File: src/rtl/ppcb_pkg.sv
package ppcb_pkg;

  // Default values of the top-level parameters.
  localparam int NUM_PEERS_DEF = 64;
  localparam int TIME_BITS_DEF = 48;
  localparam int RUN_BITS_DEF  = 16;

  // Fixed port field widths.
  localparam int REQ_W     = 3;
  localparam int PEER_W    = 6;
  localparam int NOW_W     = 48;
  localparam int MODE_W    = 2;
  localparam int EVENT_W   = 3;
  localparam int LIMIT_W   = 16;
  localparam int TIMEOUT_W = 32;

  // Configuration port.
  localparam int CFG_IDX_W  = 2;
  localparam int CFG_DATA_W = 32;

  localparam logic [CFG_IDX_W-1:0] CFG_FAILURE_LIMIT = 2'd0;
  localparam logic [CFG_IDX_W-1:0] CFG_SUCCESS_LIMIT = 2'd1;
  localparam logic [CFG_IDX_W-1:0] CFG_OPEN_TIMEOUT  = 2'd2;

  localparam logic [LIMIT_W-1:0]   FAILURE_LIMIT_RST = 16'd5;
  localparam logic [LIMIT_W-1:0]   SUCCESS_LIMIT_RST = 16'd3;
  localparam logic [TIMEOUT_W-1:0] OPEN_TIMEOUT_RST  = 32'd30000;

  // Request types. Codes above REQ_QUERY are undefined.
  localparam logic [REQ_W-1:0] REQ_ACQUIRE    = 3'd0;
  localparam logic [REQ_W-1:0] REQ_SUCCESS    = 3'd1;
  localparam logic [REQ_W-1:0] REQ_FAILURE    = 3'd2;
  localparam logic [REQ_W-1:0] REQ_FORCE_OPEN = 3'd3;
  localparam logic [REQ_W-1:0] REQ_RESET      = 3'd4;
  localparam logic [REQ_W-1:0] REQ_QUERY      = 3'd5;

  typedef enum logic [MODE_W-1:0] {
    MODE_CLOSED = 2'd0,
    MODE_OPEN   = 2'd1,
    MODE_HALF   = 2'd2
  } mode_t;

  typedef enum logic [EVENT_W-1:0] {
    EV_NONE      = 3'd0,
    EV_OPENED    = 3'd1,
    EV_HALF      = 3'd2,
    EV_CLOSED    = 3'd3,
    EV_FAST_FAIL = 3'd4,
    EV_UNKNOWN   = 3'd5
  } event_t;

  typedef enum logic [1:0] {
    ST_CLEAR,
    ST_IDLE,
    ST_EXEC
  } ctrl_state_t;

  typedef struct packed {
    logic clr_wr;
    logic capture;
    logic commit;
  } dp_cmd_t;

  typedef struct packed {
    logic clr_last;
  } dp_status_t;

endpackage

File: src/rtl/ppcb_ctrl.sv
module ppcb_ctrl (
  input  logic                   clk,
  input  logic                   rst_n,
  input  logic                   in_valid,
  output logic                   in_ready,
  output logic                   out_valid,
  input  logic                   out_ready,
  output ppcb_pkg::dp_cmd_t      cmd,
  input  ppcb_pkg::dp_status_t   status
);
  import ppcb_pkg::*;

  ctrl_state_t state_r, state_nxt;
  logic        out_valid_r, out_valid_nxt;
  logic        slot_free;

  assign slot_free = !out_valid_r || out_ready;

  always_comb begin
    state_nxt = state_r;
    unique case (state_r)
      ST_CLEAR: if (status.clr_last) state_nxt = ST_IDLE;
      ST_IDLE:  if (in_valid) state_nxt = ST_EXEC;
      ST_EXEC:  if (slot_free) state_nxt = ST_IDLE;
      default:  state_nxt = ST_CLEAR;
    endcase
  end

  always_comb begin
    in_ready    = 1'b0;
    cmd         = '0;
    unique case (state_r)
      ST_CLEAR: cmd.clr_wr = 1'b1;
      ST_IDLE: begin
        in_ready    = 1'b1;
        cmd.capture = in_valid;
      end
      ST_EXEC:  cmd.commit = slot_free;
      default:  cmd = '0;
    endcase
  end

  always_comb begin
    if (cmd.commit) begin
      out_valid_nxt = 1'b1;
    end else if (out_ready) begin
      out_valid_nxt = 1'b0;
    end else begin
      out_valid_nxt = out_valid_r;
    end
  end

  always_ff @(posedge clk) begin
    if (!rst_n) begin
      state_r     <= ST_CLEAR;
      out_valid_r <= 1'b0;
    end else begin
      state_r     <= state_nxt;
      out_valid_r <= out_valid_nxt;
    end
  end

  assign out_valid = out_valid_r;

`ifndef SYNTHESIS
  a_accept_to_exec: assert property (@(posedge clk) disable iff (!rst_n)
    (in_valid && in_ready) |=> (state_r == ST_EXEC))
    else $error("accepted event did not move to execute");

  a_commit_no_overwrite: assert property (@(posedge clk) disable iff (!rst_n)
    cmd.commit |-> (!out_valid_r || out_ready))
    else $error("result committed over an untaken result");

  a_commit_shows_result: assert property (@(posedge clk) disable iff (!rst_n)
    cmd.commit |=> out_valid_r)
    else $error("committed result not presented");

  a_no_accept_in_clear: assert property (@(posedge clk) disable iff (!rst_n)
    (state_r == ST_CLEAR) |-> !cmd.capture && !cmd.commit)
    else $error("event handled during clearing pass");
`endif

endmodule

File: config.mk
export PLATFORM = sky130hd
export DESIGN_NAME = ppcb_ctrl
export DESIGN_NICKNAME = d
export VERILOG_FILES = /design/src/rtl/ppcb_pkg.sv /design/src/rtl/ppcb_ctrl.sv
export SDC_FILE = /design/constraint.sdc
export NUM_CORES = 1
export LEC_CHECK = 0
export ABC_AREA = 1
export BUFFER_PORTS_ARGS = -buffer_cell sky130_fd_sc_hd__buf_4
export CORE_AREA = 2 2 39 41
export CTS_CLUSTER_DIAMETER = 50
export DETAILED_ROUTE_END_ITERATION = 10
export DIE_AREA = 0 0 41 43
export PLACE_DENSITY = 0.39
export SLEW_MARGIN = 30
export SYNTH_ARGS = -nofsm -noshare
export SYNTH_HDL_FRONTEND = slang
export SYNTH_SLANG_ARGS = --single-unit
File: constraint.sdc
create_clock -name clk -period 1 [get_ports clk]
set_input_delay 0.2 -clock clk [delete_from_list [all_inputs] [get_ports clk]]
set_output_delay 0.2 -clock clk [all_outputs]
set_load 0.02 [all_outputs]
==> flow_metrics.tcl, run 1 <==
set metrics [dict create \
    status "finished, violations left" \
    failed_checks "setup timing" \
    wl_um 383 \
    max_stage_delay_ns 0.34 \
    cp-end-kind "output pin" \
    syn_avg_cell_area_um2 7.455 \
    antenna_found_initial 0 \
    fin_util_pct 22.60 \
    h-tree-depth 1 \
    ant_nets 0 \
    worstMarginPinSlew_ns 0.1356 \
    nNetsFinal 44 \
    design.core.area_um2 1384 \
    crit_chain "inv_2, nor3_2, buf_4" \
    critPathKind "reg -> out" \
    first_global_vias 161 \
    area_growth_pct 74.82 \
    first_iter_violations 6 \
    start_util_pct 12.93 \
    period_needed_ns 1.158 \
    drc 0 \
    finalInstanceArea_um2 312.8 \
    pre_cts_ws_ns 0.004977 \
    dr.pass1.iters 4 \
    routedWlPerCell_um 7.093 \
    vdd_drop_max_mv 0.3421 \
    hold_start "rst_n" \
    synthCells 24 \
    root_buffer "clkbuf_4" \
    die_area_um2 1763 \
    routabilityCongestion 0.6015 \
    grt_pass1_wl_um 545 \
    port_buffers 9 \
    cts_tree "done" \
    die-width_um 41 \
    worstSkewPairLatency_ns 0.23 \
    syn_nets 29 \
    clkSinkCount 3 \
    crit_start "state_r[1]" \
    drv_slew 0 \
    timing.fmax_mhz 863.7 \
    layout_setup_ws_ns -0.1579 \
    place_area_um2 275.3 \
    grtUsageTotal_pct 5.110 \
    crit_fanout 4 \
    slew_headroom_pct 90.86 \
    p_per_area_nw_per_um2 1409 \
    synth-seq-cells 3 \
    grt_setup_unrepaired "true" \
    critPathSlowestCell "dfxtp_2" \
    fin_crit_sh_pct 115.8 \
    cts_setup_buffers 0 \
    ys_warn_count 0 \
    p_leak_nw 0.1717 \
    die_h_um 43 \
    clk_pin_slew_worst_paths_ns 0.04 \
    antenna_cells 0 \
    postCtsHoldBufs 0 \
    syn_area_um2 178.9 \
    seq_area_frac_synth_pct 33.57 \
    clock_skew_ns 0.004484 \
    rows 14 \
    synth.distinct_cells 14 \
    maxCapViolations 0 \
    hold_viol 0 \
    gr-total-overflow 0 \
    cts_buffers 3 \
    startpoint_type "register" \
    vias_per_cell 3.593 \
    setup_viol 4 \
    grt_max_degree 7 \
    cp_data_required_time_ns 0.80 \
    hold_ws_ns 0.1979 \
    arrival_ns 0.96 \
    reg2reg_from "out_valid" \
    hold_class "in -> reg" \
    setup_tns_ns -0.4093 \
    drive_above_1_share_pct 65.79 \
    via_count 194 \
    dp_hpwl_um 299.7 \
    clockBufferDepth 2 \
    num_io_pins 10 \
]
==> layout make-up <==
type	instances	area (um^2)
clock buffer	4	26.28
inverter	6	22.52
multi-input combinational	14	93.84
tap	16	20.02
timing repair buffer	11	86.33
sequential	3	63.81
fill	158	1071
==> kinds of logic after synthesis <==
family,share of synthesized area (%)
AND/OR/NAND/NOR,37.75
buffers and inverters,16.78
flip-flops,33.57
AO/OA/AOI/OAI,11.89
==> cells in the mapped netlist (all sizes together) <==
cell type	n	area, um^2
buf	1	7.510
dfxtp	3	60.06
nand2	5	21.27
inv	6	22.52
a21oi	1	8.760
nor2	4	36.28
nand3	1	5.000
o21ai	1	5.000
nor3	1	5.000
o21a	1	7.510
==> timing repair <==
| action | in CTS | in global routing |
|---|---|---|
| pin swaps | 0 | 0 |
| endpoints found under the setup margin | 4 | 4 |
| resized for setup | 5 | 0 |
==> sequential cells by signal, indices dropped and copies added (netlist names) <==
| register | count |
|---|---|
| out_valid | 1 |
| state_r | 2 |
==> cell usage in the layout, fill, tap and decap left out, drive strengths merged <==
cell type | synthesis | layout
inv | 6 | 6
nand2 | 5 | 5
a21oi | 1 | 1
clkbuf | 0 | 4
nand3 | 1 | 1
nor2 | 4 | 4
buf | 1 | 11
nor3 | 1 | 1
o21a | 1 | 1
dfxtp | 3 | 3
o21ai | 1 | 1
==> where the power goes <==
part	total [W]	switching [W]	internal, W
sequential	0.000137	0.00000881	0.000128
combinational	0.0000898	0.0000457	0.0000441
clock	0.000214	0.0000642	0.000150
total	0.000441	0.000119	0.000322
==> final timing paths <==
path                            slack [ns]  depth (start not counted)    endpoint
worst max-delay path                 -0.16                          3      cmd[0]
worst min-delay path                  0.20                          2   out_valid
worst min register to register        0.58                          3  state_r[0]
worst max register to register        0.16                          4   out_valid
==> layer usage <==
| metal | routed length, um | share of wire [%] | global-route usage [%] |
|---|---|---|---|
| met2 | 173 | 45 | 7.187 |
| met3 | 48 | 13 | 5.236 |
| met5 | 0 | 0 | 0 |
| met4 | 0 | 0 | 4.000 |
| met1 | 161 | 42 | 3.834 |
==> per-stage QoR <==
stage,power (W),cells
3_3_place_gp,0.0002244,50
4_1_cts,0.0004555,54
5_1_grt,0.0004661,54
6_report,0.0004406,54
2_1_floorplan,0.0001814,24
3_5_place_dp,0.0002232,50
==> critical path, delay by kind of cell (launching register included) <==
kind | cells | cell delay, ns
flops | 1 | 0.34
buf+inv | 2 | 0.22
simple gates | 1 | 0.16
(Power assumes the default switching activity.)
==> inputs of run 2 (changes only) <==
CTS_BUF_LIST = sky130_fd_sc_hd__clkbuf_4   (was unset)
==> run 2 against run 1 <==
Compared with the run above:
- the flow still finishes with violations (setup timing)
- first-iteration DRC count shrank 33%
- sequential power is essentially flat
- count of clock-buffer cells in the layout is the same
- setup slack lost 0.00070 ns
- die area is the same
- clock power grew 13%
- global-route usage shrank 0.20 points
- routed wire length shrank 1.6%
- utilization grew 0.27 points
- flip-flop and latch count is the same
- critical endpoint unchanged
- highest routed layer unchanged
==> flow_metrics.tcl, run 2 (synthesized netlist as in run 1, its figures left out) <==
set metrics [dict create \
    largest_register_ffs 2 \
    final_cell_mix "buf_4, nand2_1, inv_1, clkbuf_4, dfxtp_2" \
    clkSinkCount 3 \
    vdd_drop_max_mv 0.3467 \
    cts_tree "done" \
    antenna_found_initial 0 \
    worstMarginPinSlew_ns 0.1357 \
    rows 14 \
    setup_viol 4 \
    slew_headroom_pct 90.86 \
    fin_util_pct 22.88 \
    dr.pass1.iters 4 \
    dp_hpwl_um 299.7 \
    start_util_pct 12.93 \
    failed_checks "setup timing" \
    place_area_um2 275.3 \
    p_leak_nw 0.1751 \
    final_common_cell "buf_4" \
    num_io_pins 10 \
    cts_setup_buffers 0 \
    nNetsFinal 44 \
    routedWlPerCell_um 6.981 \
    die-width_um 41 \
    pre_cts_ws_ns 0.004977 \
    antenna_cells 0 \
    cp_data_required_time_ns 0.80 \
    first_iter_violations 4 \
    gr-total-overflow 0 \
    h-tree-depth 1 \
    drive_above_1_share_pct 68.42 \
    first_global_vias 156 \
    grt_setup_unrepaired "true" \
    design.core.area_um2 1384 \
    port_buffers 9 \
    ant_nets 0 \
    grtUsageTotal_pct 4.910 \
    die_area_um2 1763 \
    worstSkewPairLatency_ns 0.23 \
    critPathSlowestCell "dfxtp_2" \
    crit_chain "inv_2, nor3_2, buf_4" \
    root_buffer "clkbuf_4" \
    via_count 190 \
    largest_register "state_r" \
    maxCapViolations 0 \
    p_per_area_nw_per_um2 1481 \
    timing.fmax_mhz 863.1 \
    postCtsHoldBufs 0 \
    area_growth_pct 76.92 \
    startpoint_type "register" \
    clk_pin_slew_worst_paths_ns 0.04 \
    clock_skew_ns 0.004113 \
    drv_slew 0 \
    layout_setup_ws_ns -0.1586 \
    r2r_slack_ns 0.16 \
    fillerInstances 158 \
    hold_viol 0 \
    drc 0 \
    grt_pass1_wl_um 524 \
    p_total_w 0.0004687 \
    die_h_um 43 \
    crit_fanout 4 \
    routabilityCongestion 0.6015 \
    cts_buffers 3 \
    grt_max_degree 7 \
    finalInstanceArea_um2 316.6 \
    critPathTopFamily "flip-flops" \
    critPathKind "reg -> out" \
    vias_per_cell 3.519 \
    hold_class "in -> reg" \
    clockBufferDepth 2 \
    arrival_ns 0.96 \
    cp-end-kind "output pin" \
    period_needed_ns 1.159 \
    wl_um 377 \
    max_stage_delay_ns 0.34 \
    fin_crit_sh_pct 115.9 \
    status "finished, violations left" \
    critPathBufInv 2 \
    setup_tns_ns -0.4120 \
]
## run 2: worst reg2reg max path, cell delays in order (launching register included)
cell and delay (ns):
dfxtp_2 0.31, inv_2 0.08, nor2_8 0.04, buf_4 0.13, o21a_1 0.17
## run 2: final cells by class
cell class | instances | area (um^2) | share of cell area, %
multi-input combinational | 14 | 93.84 | 29.64
timing repair buffer | 11 | 86.33 | 27.27
sequential | 3 | 63.81 | 20.16
clock buffer | 4 | 30.03 | 9.486
inverter | 6 | 22.52 | 7.115
tap | 16 | 20.02 | 6.324
## run 2: repair_timing
item | CTS | global route
endpoints found under the hold margin | 0 | 0
setup endpoints to repair | 4 | 4
gates resized for setup | 5 | 0
## run 2: worst paths after layout
| path | startpoint | endpoint | cells past startpoint |
|---|---|---|---|
| setup reg to reg | out_valid | out_valid | 4 |
| hold reg to reg | state_r[1] | state_r[0] | 3 |
| setup / recovery | state_r[1] | cmd[0] | 3 |
| hold / removal | rst_n | out_valid | 2 |
## run 2: through the flow
stage | std cells | hold slack (ns)
finish | 54 | 0.1919
global route | 54 | 0.2008
CTS | 54 | 0.1878
detailed placement | 50 | 0.4306
global placement | 50 | 0.4385
floorplan | 24 | 0.3175
## run 2: power by group
group           total, W  switching, W  leakage, nW  internal, W
Sequential      0.000137    0.00000878       0.0258     0.000128
Combinational  0.0000898     0.0000457        0.131    0.0000441
Clock           0.000242     0.0000652       0.0184     0.000177
## run 2: metal layers
metal  wire length [um]  part of all wire (%)  global-route usage (%)
met5                  0                     0                       0
met4                  0                     0                   4.000
met3                 48                    13                   5.236
met2                164                    44                   6.563
met1                164                    44                   3.834
